--- src/rtl/pats_pkg.sv ---
`default_nettype none
// ----------------------------------------------------------------------------
// Proximity alarm tone sequencer package
// Shared types, register indexes and the tone lookup.
// ----------------------------------------------------------------------------
package pats_pkg;

  localparam int unsigned DistW    = 13;
  localparam int unsigned HoldW    = 16;
  localparam int unsigned TickW    = 12;
  localparam int unsigned ToneW    = 12;
  localparam int unsigned CfgIdxW  = 3;
  localparam int unsigned CfgDataW = 16;

  localparam logic [TickW-1:0] ElapsedMax = {TickW{1'b1}};

  typedef enum logic [CfgIdxW-1:0] {
    REG_ALERT_DISTANCE = 3'd0,
    REG_ALERT_HOLD     = 3'd1,
    REG_SCAN_TOGGLE    = 3'd2,
    REG_SCAN_ON        = 3'd3,
    REG_SCAN_OFF       = 3'd4,
    REG_ALERT_ON       = 3'd5,
    REG_ALERT_OFF      = 3'd6
  } reg_idx_t;

  typedef enum logic [1:0] {
    TONE_NONE  = 2'd0,
    TONE_LOW   = 2'd1,
    TONE_HIGH  = 2'd2,
    TONE_ALERT = 2'd3
  } tone_code_t;

  typedef struct packed {
    logic [DistW-1:0] alert_distance_mm;
    logic [HoldW-1:0] alert_hold_ticks;
    logic [TickW-1:0] scan_toggle_ticks;
    logic [TickW-1:0] scan_on_ticks;
    logic [TickW-1:0] scan_off_ticks;
    logic [TickW-1:0] alert_on_ticks;
    logic [TickW-1:0] alert_off_ticks;
  } cfg_t;

  typedef struct packed {
    logic             buzzer_active;
    logic [ToneW-1:0] tone_hz;
    logic             alert_mode;
  } result_t;

  function automatic logic [ToneW-1:0] tone_hz_of(input tone_code_t code);
    logic [ToneW-1:0] hz;
    case (code)
      TONE_NONE:  hz = 12'd0;
      TONE_LOW:   hz = 12'd880;
      TONE_HIGH:  hz = 12'd1320;
      TONE_ALERT: hz = 12'd2400;
      default:    hz = 12'd0;
    endcase
    return hz;
  endfunction

endpackage
`default_nettype wire

--- src/rtl/pats_cfg.sv ---
`default_nettype none
// ----------------------------------------------------------------------------
// Configuration registers
// Seven timing and threshold registers written through the configuration channel.
// ----------------------------------------------------------------------------
module pats_cfg (
  input  wire logic                           clk,
  input  wire logic                           rst,
  input  wire logic                           wr_en,
  input  wire logic [pats_pkg::CfgIdxW-1:0]   wr_index,
  input  wire logic [pats_pkg::CfgDataW-1:0]  wr_data,
  output pats_pkg::cfg_t                      cfg
);
  import pats_pkg::*;

  always_ff @(posedge clk) begin
    if (rst) begin
      cfg.alert_distance_mm <= 13'd200;
      cfg.alert_hold_ticks  <= 16'd600;
      cfg.scan_toggle_ticks <= 12'd35;
      cfg.scan_on_ticks     <= 12'd10;
      cfg.scan_off_ticks    <= 12'd25;
      cfg.alert_on_ticks    <= 12'd50;
      cfg.alert_off_ticks   <= 12'd40;
    end else if (wr_en) begin
      case (wr_index)
        REG_ALERT_DISTANCE: cfg.alert_distance_mm <= wr_data[DistW-1:0];
        REG_ALERT_HOLD:     cfg.alert_hold_ticks  <= wr_data[HoldW-1:0];
        REG_SCAN_TOGGLE:    cfg.scan_toggle_ticks <= wr_data[TickW-1:0];
        REG_SCAN_ON:        cfg.scan_on_ticks     <= wr_data[TickW-1:0];
        REG_SCAN_OFF:       cfg.scan_off_ticks    <= wr_data[TickW-1:0];
        REG_ALERT_ON:       cfg.alert_on_ticks    <= wr_data[TickW-1:0];
        REG_ALERT_OFF:      cfg.alert_off_ticks   <= wr_data[TickW-1:0];
        default: ; // drop writes to unused indexes
      endcase
    end
  end

endmodule
`default_nettype wire

--- src/rtl/pats_core.sv ---
`default_nettype none
// ----------------------------------------------------------------------------
// Sequencer core
// Hold, scan toggle and duty cycle state, advanced once per accepted tick.
// ----------------------------------------------------------------------------
module pats_core (
  input  wire logic                        clk,
  input  wire logic                        rst,
  input  wire logic                        accept,
  input  wire logic                        measure_valid,
  input  wire logic [pats_pkg::DistW-1:0]  distance_mm,
  input  pats_pkg::cfg_t                   cfg,
  output pats_pkg::result_t                result
);
  import pats_pkg::*;

  logic             mode_alert;
  logic [HoldW-1:0] hold_left;
  logic [TickW-1:0] toggle_elapsed;
  logic             tone_high;
  tone_code_t       current_tone;
  logic [TickW-1:0] duty_elapsed;
  logic             sounding;
  tone_code_t       latched_tone;

  logic             mode_alert_next;
  logic [HoldW-1:0] hold_left_next;
  logic [TickW-1:0] toggle_elapsed_next;
  logic             tone_high_next;
  tone_code_t       current_tone_next;
  logic [TickW-1:0] duty_elapsed_next;
  logic             sounding_next;
  tone_code_t       latched_tone_next;

  logic [HoldW-1:0] hold_dec;
  logic [TickW-1:0] toggle_adv;
  logic [TickW-1:0] duty_adv;
  logic [TickW-1:0] on_ticks;
  logic [TickW-1:0] off_ticks;

  always_comb begin
    hold_dec   = (hold_left != '0) ? hold_left - 1'b1 : hold_left;
    toggle_adv = (toggle_elapsed < ElapsedMax) ? toggle_elapsed + 1'b1 : ElapsedMax;
    duty_adv   = (duty_elapsed < ElapsedMax) ? duty_elapsed + 1'b1 : ElapsedMax;

    toggle_elapsed_next = toggle_adv;
    tone_high_next      = tone_high;
    current_tone_next   = current_tone;
    if (mode_alert) begin
      current_tone_next = TONE_ALERT;
      on_ticks          = cfg.alert_on_ticks;
      off_ticks         = cfg.alert_off_ticks;
    end else begin
      if (toggle_adv >= cfg.scan_toggle_ticks) begin
        toggle_elapsed_next = '0;
        tone_high_next      = !tone_high;
        current_tone_next   = tone_high ? TONE_LOW : TONE_HIGH;
      end
      on_ticks  = cfg.scan_on_ticks;
      off_ticks = cfg.scan_off_ticks;
    end

    duty_elapsed_next = duty_adv;
    sounding_next     = sounding;
    latched_tone_next = latched_tone;
    if (sounding) begin
      if (duty_adv >= on_ticks) begin
        sounding_next     = 1'b0;
        duty_elapsed_next = '0;
      end
    end else if (duty_adv >= off_ticks) begin
      sounding_next     = 1'b1;
      latched_tone_next = current_tone_next;
      duty_elapsed_next = '0;
    end

    hold_left_next  = hold_dec;
    mode_alert_next = mode_alert;
    if (measure_valid) begin
      if (distance_mm <= cfg.alert_distance_mm) begin
        hold_left_next = cfg.alert_hold_ticks;
      end
      mode_alert_next = (hold_left_next != '0);
    end

    result.buzzer_active = sounding_next;
    result.tone_hz       = tone_hz_of(latched_tone_next);
    result.alert_mode    = mode_alert_next;
  end

  always_ff @(posedge clk) begin
    if (rst) begin
      mode_alert     <= 1'b0;
      hold_left      <= '0;
      toggle_elapsed <= '0;
      tone_high      <= 1'b0;
      current_tone   <= TONE_NONE;
      duty_elapsed   <= '0;
      sounding       <= 1'b0;
      latched_tone   <= TONE_NONE;
    end else if (accept) begin
      mode_alert     <= mode_alert_next;
      hold_left      <= hold_left_next;
      toggle_elapsed <= toggle_elapsed_next;
      tone_high      <= tone_high_next;
      current_tone   <= current_tone_next;
      duty_elapsed   <= duty_elapsed_next;
      sounding       <= sounding_next;
      latched_tone   <= latched_tone_next;
    end
  end

  // Tone is captured only on the off-to-on edge of the buzzer
  a_latch_on_turn_on: assert property (@(posedge clk) disable iff (rst)
    accept && !sounding && sounding_next |=> latched_tone == current_tone)
    else $error("latched tone differs from pending tone at turn-on");

  a_mode_needs_measure: assert property (@(posedge clk) disable iff (rst)
    accept && !measure_valid |=> $stable(mode_alert))
    else $error("mode changed on a tick without a measurement");

  a_mode_follows_hold: assert property (@(posedge clk) disable iff (rst)
    accept && measure_valid |=> mode_alert == (hold_left != '0))
    else $error("mode disagrees with hold after a measurement");

  a_idle_holds_state: assert property (@(posedge clk) disable iff (rst)
    !accept |=> $stable(duty_elapsed) && $stable(sounding) && $stable(hold_left))
    else $error("state advanced without an accepted tick");

endmodule
`default_nettype wire

--- src/rtl/proximity_alarm_tone_sequencer_unit.sv ---
`default_nettype none
// ----------------------------------------------------------------------------
// Proximity alarm tone sequencer
// One request per millisecond tick; one result per request.
// ----------------------------------------------------------------------------
// Result: registered, valid in the cycle after the request is accepted.
// Throughput: one request per cycle while the output is not stalled, set by the
//   single result register that parts the input and output sides.
// Reset: synchronous; core state returns to scan mode, buzzer off, 0 Hz tone,
//   configuration registers to their defaults; the result register is not reset.
module proximity_alarm_tone_sequencer_unit (
  input  wire logic                            clk,
  input  wire logic                            rst,
  input  wire logic                            in_valid,
  output logic                                 in_stall,
  input  wire logic                            measure_valid,
  input  wire logic [pats_pkg::DistW-1:0]      distance_mm,
  output logic                                 out_valid,
  input  wire logic                            out_stall,
  output logic                                 buzzer_active,
  output logic [pats_pkg::ToneW-1:0]           tone_hz,
  output logic                                 alert_mode,
  input  wire logic                            cfg_valid,
  output logic                                 cfg_ready,
  input  wire logic [pats_pkg::CfgIdxW-1:0]    cfg_index,
  input  wire logic [pats_pkg::CfgDataW-1:0]   cfg_data
);
  import pats_pkg::*;

  cfg_t    cfg;
  result_t result_new;
  result_t result;
  logic    accept;

  assign cfg_ready = 1'b1;
  assign in_stall  = out_valid && out_stall;
  assign accept    = in_valid && !in_stall;

  pats_cfg u_cfg (
    .clk      (clk),
    .rst      (rst),
    .wr_en    (cfg_valid && cfg_ready),
    .wr_index (cfg_index),
    .wr_data  (cfg_data),
    .cfg      (cfg)
  );

  pats_core u_core (
    .clk           (clk),
    .rst           (rst),
    .accept        (accept),
    .measure_valid (measure_valid),
    .distance_mm   (distance_mm),
    .cfg           (cfg),
    .result        (result_new)
  );

  // Result register: load on accept, drop valid once taken
  always_ff @(posedge clk) begin
    if (rst) begin
      out_valid <= 1'b0;
    end else if (accept) begin
      out_valid <= 1'b1;
    end else if (!out_stall) begin
      out_valid <= 1'b0;
    end
  end

  always_ff @(posedge clk) begin
    if (accept) begin
      result <= result_new;
    end
  end

  assign buzzer_active = result.buzzer_active;
  assign tone_hz       = result.tone_hz;
  assign alert_mode    = result.alert_mode;

endmodule
`default_nettype wire

--- config.mk ---
export PLATFORM = sky130hd
export DESIGN_NAME = proximity_alarm_tone_sequencer_unit
export DESIGN_NICKNAME = d
export VERILOG_FILES = /design/src/rtl/pats_pkg.sv /design/src/rtl/pats_cfg.sv /design/src/rtl/pats_core.sv /design/src/rtl/proximity_alarm_tone_sequencer_unit.sv
export SDC_FILE = /design/constraint.sdc
export NUM_CORES = 1
export LEC_CHECK = 0
export BUFFER_PORTS_ARGS = -buffer_cell sky130_fd_sc_hd__buf_2
export CORE_MARGIN = 2
export CORE_UTILIZATION = 24
export DETAILED_ROUTE_END_ITERATION = 7
export GPL_ROUTABILITY_DRIVEN = 1
export PLACE_DENSITY_LB_ADDON = 0.3
export SYNTH_ARGS = -nofsm -noshare
export SYNTH_HDL_FRONTEND = slang
export SYNTH_SLANG_ARGS = --single-unit
--- constraint.sdc ---
create_clock -name clk -period 10.9 [get_ports clk]
set_input_delay 1.09 -clock clk [delete_from_list [all_inputs] [get_ports clk]]
set_output_delay 1.09 -clock clk [all_outputs]
set_load 0.005 [all_outputs]
# Yosys cells after proc, flatten, opt, wreduce, memory -nomap -nowiden
# Index checks and enable logic that the tools add are counted.
# W data, S select, Z words.
word_totals:
  out_inout_bits: 17
  in_bits: 38
  word_cells: 80
  ff_bits: 151
op_classes:
  order_cmp: 6
  muxes: 25
  n_eq_ne: 10
  n_reduce_logical: 16
  n_addsub: 3
  bitwise: 1
op_table:
  columns: ["operator", "count"]
  rows:
  - ["$mux W12", 9]
  - ["$mux W16", 4]
  - ["$pmux W12 S4", 1]
  - ["$ge A12 B12 Y1", 3]
  - ["$reduce_bool A16 Y1", 2]
  - ["$add A12 B1 Y12 const B", 2]
  - ["$lt A12 B12 Y1 const B", 2]
  - ["$sub A16 B1 Y16 const B", 1]
  - ["$reduce_and A2 Y1", 7]
  - ["$le A13 B13 Y1", 1]
  - ["$mux W2", 5]
  - ["$eq A3 B3 Y1 const B", 3]
  - ["$eq A3 B2 Y1 const B", 2]
  - ["$mux W1", 6]
  - ["$eq A2 B2 Y1 const B", 2]
  - ["$eq A3 B1 Y1 const B", 1]
  - ["$logic_not A3 Y1", 1]
  - ["$reduce_and A3 Y1", 1]
  - ["$eq A2 B1 Y1 const B", 1]
  - ["$logic_and A1 B1 Y1", 2]
  - ["$logic_not A1 Y1", 2]
  - ["$logic_not A2 Y1", 1]
  - ["$ne A2 B1 Y1 const B", 1]
  - ["$not A1 Y1", 1]

# Depth between registers and ports, before layout
logic_depth:
  word_depth: 9
  mapped_depth: 17

# Modules after synthesis
# A second synthesis with hierarchy kept.
unflattened:
  hier_cells: 945
  area_unflattened_um2: 8563.2
by_module_without_submodules:
  columns: ["module", "area_per_inst_um2", "seq_area_each_um2", "instances", "cells_each"]
  rows:
  - ["pats_core", 4571.9, 940.9, 1, 603]
  - ["pats_cfg", 3513.4, 1781.7, 1, 321]
  - ["proximity_alarm_tone_sequencer_unit", 478.0, 440.4, 1, 21]

# Least setup slack after synthesis
# Ideal clock, no wire load.
synth_path:
  path_type: "register to register"
  from: "register u_core.toggle_elapsed[0]"
  to: "register result (netlist bit tone_hz[8]), data pin"
  stages_incl_launch_ff: 16
  synth_period_minus_slack_ps: 3528
  t_arrival_ps: 3266
  path_slack_ps: 7372
  required_ps: 10638
  n_path_buf: 1
  cell_sequence: "dfxtp_1 > ha_1 > and3_1 > and3_1 > and4_1 > nand2b_1 > clkbuf_1 > and2_1 > ha_1 > nand2b_1 > a21o_1 > a211o_1 > a21oi_1 > a21bo_2 > a32oi_1 > or2_2"
synth_via:
  elab_chain_len: 9
  elab_cells_between_ends: 13
  classes_between: "add/sub (1); order compare (2); eq/ne (3); mux (6); reduce/logical (1)"
synth_rtl:
  columns: ["element", "line_no", "text"]
  rows:
  - ["start: declaration", "pats_core.sv:19", "logic [TickW-1:0] toggle_elapsed;"]
  - ["start signal: assignment", "pats_core.sv:104", "toggle_elapsed <= toggle_elapsed_next;"]
  - ["$add A12 B1 Y12 or $lt A12 B12 Y1 (tied branches)", "pats_core.sv:43", "toggle_adv = (toggle_elapsed < ElapsedMax) ? toggle_elapsed + 1'b1 : ElapsedMax;"]
  - ["$mux W12 (*)", "pats_core.sv:43", null]
  - ["$ge A12 B12 Y1 (*)", "pats_core.sv:54", "if (toggle_adv >= cfg.scan_toggle_ticks) begin"]
  - ["$mux W2 (*)", "pats_core.sv:54", null]
  - ["$mux W2 (*)", "pats_core.sv:49", "if (mode_alert) begin"]
  - ["$mux W2 (*)", "pats_core.sv:71", "end else if (duty_adv >= off_ticks) begin"]
  - ["$mux W2 (*)", "pats_core.sv:66", "if (sounding) begin"]
  - ["$eq A2 B2 Y1 (tied with other cells)", "pats_pkg.sv:52", "case (code)"]
  - ["$pmux W12 S4 (*)", "pats_pkg.sv:52", null]
  - ["end signal: assignment", "proximity_alarm_tone_sequencer_unit.sv:71", "result <= result_new;"]
  - ["end: declaration", "proximity_alarm_tone_sequencer_unit.sv:32", "result_t result;"]
# Mark *: on every way between the ends. The rest lies on a longest branch, timed or not. The select of a mux whose other input is x is not followed.
# A chain may end at the register's enable or synchronous reset.

# Worst setup path after layout
layout_path:
  from: "register u_core.duty_elapsed[0]"
  to: "register u_core.duty_elapsed[1]"
layout_via:
  elab_chain_len: 5
  elab_cells_between_ends: 8
  classes_between: "add/sub (1); order compare (3); mux (4)"
layout_rtl:
  columns: ["element", "line_no", "text"]
  rows:
  - ["start: declaration", "pats_core.sv:22", "logic [TickW-1:0] duty_elapsed;"]
  - ["start signal: assignment", "pats_core.sv:107", "duty_elapsed <= duty_elapsed_next;"]
  - ["$add A12 B1 Y12 or $lt A12 B12 Y1 (tied branches)", "pats_core.sv:44", "duty_adv = (duty_elapsed < ElapsedMax) ? duty_elapsed + 1'b1 : ElapsedMax;"]
  - ["$mux W12 (*)", "pats_core.sv:44", null]
  - ["$ge A12 B12 Y1, on equally long branches", "pats_core.sv:71, pats_core.sv:67", null]
  - ["$mux W12, on equally long branches", "pats_core.sv:71, pats_core.sv:67", null]
  - ["$mux W12 (*)", "pats_core.sv:66", null]
# Mark *: on every way between the ends. The rest lies on a longest branch, timed or not.

==> impl_results.md <==
* Lkg Pwr at 3.501 nW
* Fraction of power consumed by sequential logic at 37.0%
* Fmax at roughly 240 MHz
* Post-cts repair resize count at 0
* Power Density at 183.4 nW/um^2
* Sw frac at approximately a third
* Cell count after synthesis at about 980
* First-pass GRT wire length at 35490 um
* Core area at 32450 um^2
* Area of the multi-input gates at 4502 um^2
* Hold EP: u_cfg.cfg[88]
* Reg area at slightly below 3000 um^2
* Clk sinks at approximately 140
* DRT Wirelength at ~22000 um
* Worst vdd ir at 0.09749 mV
* Initial antenna violation count at 0
* Filler cells at roughly 3.5k
* Status: finished clean
* R2R Path End: u_core.duty_elapsed[1]
* Final Hold Vio Count at 0
* DR vias at 6801
* Worst Setup SP: u_core.duty_elapsed[0]
* Distinct cell type count after synthesis at 70
* Total power at about 0.0017 W
* Die Area at 34340 um^2
* Syn Area/Cell at about 8 um^2
* Antenna-violating nets left at 0
* Ports at 55
* First-pass iteration count of the detailed router at 5
* Top FF cell, synth: dfxtp_1
* GR Overflow Total at 0
* Postcts setup bufs at 0
* Gpl congestion at ~0.78
* Combinational share of power at 26.6%
* Final setup viols at 0
* Wire length per cell at 15.40 um
* Min-Delay Path Depth at 2
* Layout cells sized above 1 at 10.47%
* Largest net degree at the start of global routing at 100
* Detailed Route Iter0 Violations at 517
* IO buf count at 49
* Clk pwr share at 36.4%
* Period utilisation layout at a little under two fifths
* Reg2Reg Depth at 15
* Hpwl dp at 15420 um
* Top post-synthesis cells by count: nand2_1, dfxtp_1, a21oi_1, ha_1
* Cell Rows at 66
* Seq/Total Area, Yosys at 37.42%
* HP Class: flip-flop to flip-flop
* Setup_tns at 0 ns
* Clock transition at path regs at 0.07 ns
* Most common cell in the netlist: nand2_1
* Total CTS buffers at 17
* Die height at 185.3 um
* Crit Path Max Fanout at 12
* Clock Skew at 0.01319 ns
* H-tree depth at 4
* CP required at 11.28 ns
* Setup crit start kind: flip-flop
* Hold bufs inserted after CTS at 0
* Via/cell ratio at 4.677
* Initial Util at 24.31%
* Worst-Skew Late Latency at 0.44 ns
* Main area contributors after synthesis: dfxtp_1, nand2_1, ha_1, a21oi_1, mux2i_1
* Area Overhead vs Synth at 14.81%
* Vias in the first global route at 6286
* Hold Crit Start: u_cfg.cfg[88]
* Post-route DRC violation count at 0
* Final min period at 4.113 ns
* CTS tree: yes
* Layout net count at 1090
* R2R setup slack at 6.79 ns
* Top cell type by total area after synthesis: dfxtp_1
* Origin of the critical flop-to-flop path: u_core.duty_elapsed[0]
* Slew HR at 21.00%
* Ys Warns at 0
* Type of the worst setup path: flip-flop to flip-flop
* Synth async-reset ratio at 0%
* Area share of the largest cell type after synthesis at 34.76%
* Clk buf depth at 2
* Count of state elements after synthesis at 144
* CP endpoint kind: flip-flop
* Synth Cell Area at 7890 um^2
* Slew @ Worst Pin at between 1 and 1.5 ns
* GRT Overall Usage at 13.49%
* Number of synthesized flops with an enable pin at 7
* Crit path DAT at 4.49 ns
* Max_cap viols at 0
* Internal power at ~0.0011 W
* Die Wd at 185.3 um
* Clock Tree Root: clkbuf_16
* # diodes at 0
* Net Switching at between 0.0005 and 0.0006 W
* RSZ-0062 raised after global routing: false
* Slew Viols, Final at 0
## routing by layer
layer	share of wire, %	GRT usage, %	vias to the layer above
met5	0	0	-
met4	0.79	3.397	0
met3	3.7	2.399	13
met2	44	20.19	119
met1	51	19.78	3205
li1	-	-	3464
## per-stage QoR
step / hold slack (ns) / cell area (um^2) / instances / worst slack [ns] / utilization, %
3_3_place_gp: 0.4402 / 8462 / 1422 / 6.871 / 26.07
3_5_place_dp: 0.4465 / 8462 / 1422 / 6.807 / 26.07
5_1_grt: 0.4732 / 9059 / 1454 / 6.503 / 27.91
6_report: 0.4529 / 9059 / 1454 / 6.787 / 27.91
4_1_cts: 0.4555 / 9059 / 1454 / 6.777 / 27.91
2_1_floorplan: 0.4329 / 7901 / 985 / 7.372 / -
## layout by cell type (no fill, tap or decap), drive strengths merged, types with 6 or more instances in the layout
cell / synthesis / final
nor2: 45 / 45
ha: 53 / 53
mux2i: 25 / 25
dfxtp: 137 / 137
nand3b: 16 / 16
o21ai: 23 / 23
a211o: 6 / 6
a21o: 8 / 8
inv: 40 / 43
nand2b: 13 / 13
buf: 17 / 56
edfxtp: 7 / 7
a211oi: 9 / 9
nor2b: 9 / 9
clkbuf: 44 / 18
a21oi: 106 / 106
xnor2: 14 / 14
mux2: 6 / 6
a22oi: 7 / 7
nand2: 216 / 216
nor3: 21 / 21
clkinv: 1 / 8
a31oi: 6 / 6
a22o: 14 / 14
and3: 16 / 16
and2: 6 / 6
nor4: 12 / 12
nand3: 35 / 35
nand4: 12 / 12
## worst max-delay path by stage
stage | end | slack (ns) | cells past startpoint
detailed placement | u_core.duty_elapsed[1] | 6.81 | 15
finish | u_core.duty_elapsed[1] | 6.79 | 15
global route | u_core.duty_elapsed[10] | 6.50 | 15
floorplan | tone_hz[8] | 7.37 | 15
CTS | u_core.duty_elapsed[1] | 6.78 | 15
global placement | u_core.duty_elapsed[1] | 6.87 | 15
## cell families (layout without fill, tap and decap cells)
| kind of cell | Yosys count | after routing | share of synthesized area (%) |
|---|---|---|---|
| AND/OR/NAND/NOR | 419 | 419 | 25.44 |
| AO/OA/AOI/OAI | 215 | 215 | 17.02 |
| adder cells (fa/ha/maj) | 53 | 53 | 8.405 |
| flip-flops | 144 | 144 | 37.42 |
| buffers and inverters | 102 | 129 | 5.725 |
| multiplexers | 31 | 31 | 4.028 |
| XOR/XNOR | 16 | 16 | 1.871 |
| other | 2 | 5 | 0.09518 |
## registers in the layout, indices dropped and copies added (netlist names)
| signal | cells |
|---|---|
| u_core.current_tone | 2 |
| out_valid | 1 |
| u_core.latched_tone | 2 |
| u_core.hold_left | 16 |
| u_core.sounding | 1 |
| tone_hz | 5 |
| alert_mode | 1 |
| u_core.toggle_elapsed | 12 |
| u_core.tone_high | 1 |
| u_core.duty_elapsed | 12 |
| u_core.mode_alert | 1 |
| buzzer_active | 1 |
| u_cfg.cfg | 89 |
## area by class of cell
| cell class | instances | area share (%) |
|---|---|---|
| Multi-Input combinational cell | 739 | 49.70 |
| Tap cell | 442 | 6.105 |
| Clock buffer | 18 | 4.848 |
| Timing Repair Buffer | 56 | 3.315 |
| Clock inverter | 14 | 1.740 |
| Inverter | 41 | 1.699 |
| Sequential cell | 144 | 32.60 |
## worst max-delay path, cell delays in order (launching register included)
cell,delay (ns)
dfxtp_1,0.38
ha_1,0.20
and3_1,0.20
and3_1,0.20
and3_1,0.24
nand3_1,0.29
nand2_1,0.19
inv_1,0.07
ha_1,0.28
nand2b_1,0.14
a21o_1,0.17
a21o_1,0.17
a31oi_1,0.26
o2111ai_1,0.21
o2bb2ai_1,0.78
a22o_1,0.26
## power groups by stage
| stage | sequential [W] | combinational [W] | clock [W] |
|---|---|---|---|
| finish | 0.000615 | 0.000442 | 0.000604 |
| detailed placement | 0.000626 | 0.000438 | 0 |
| global route | 0.000621 | 0.000496 | 0.000639 |
| global placement | 0.000625 | 0.000436 | 0 |
| floorplan | 0.000602 | 0.000371 | 0 |
| CTS | 0.000614 | 0.000442 | 0.000613 |
(Power assumes the default switching activity.)
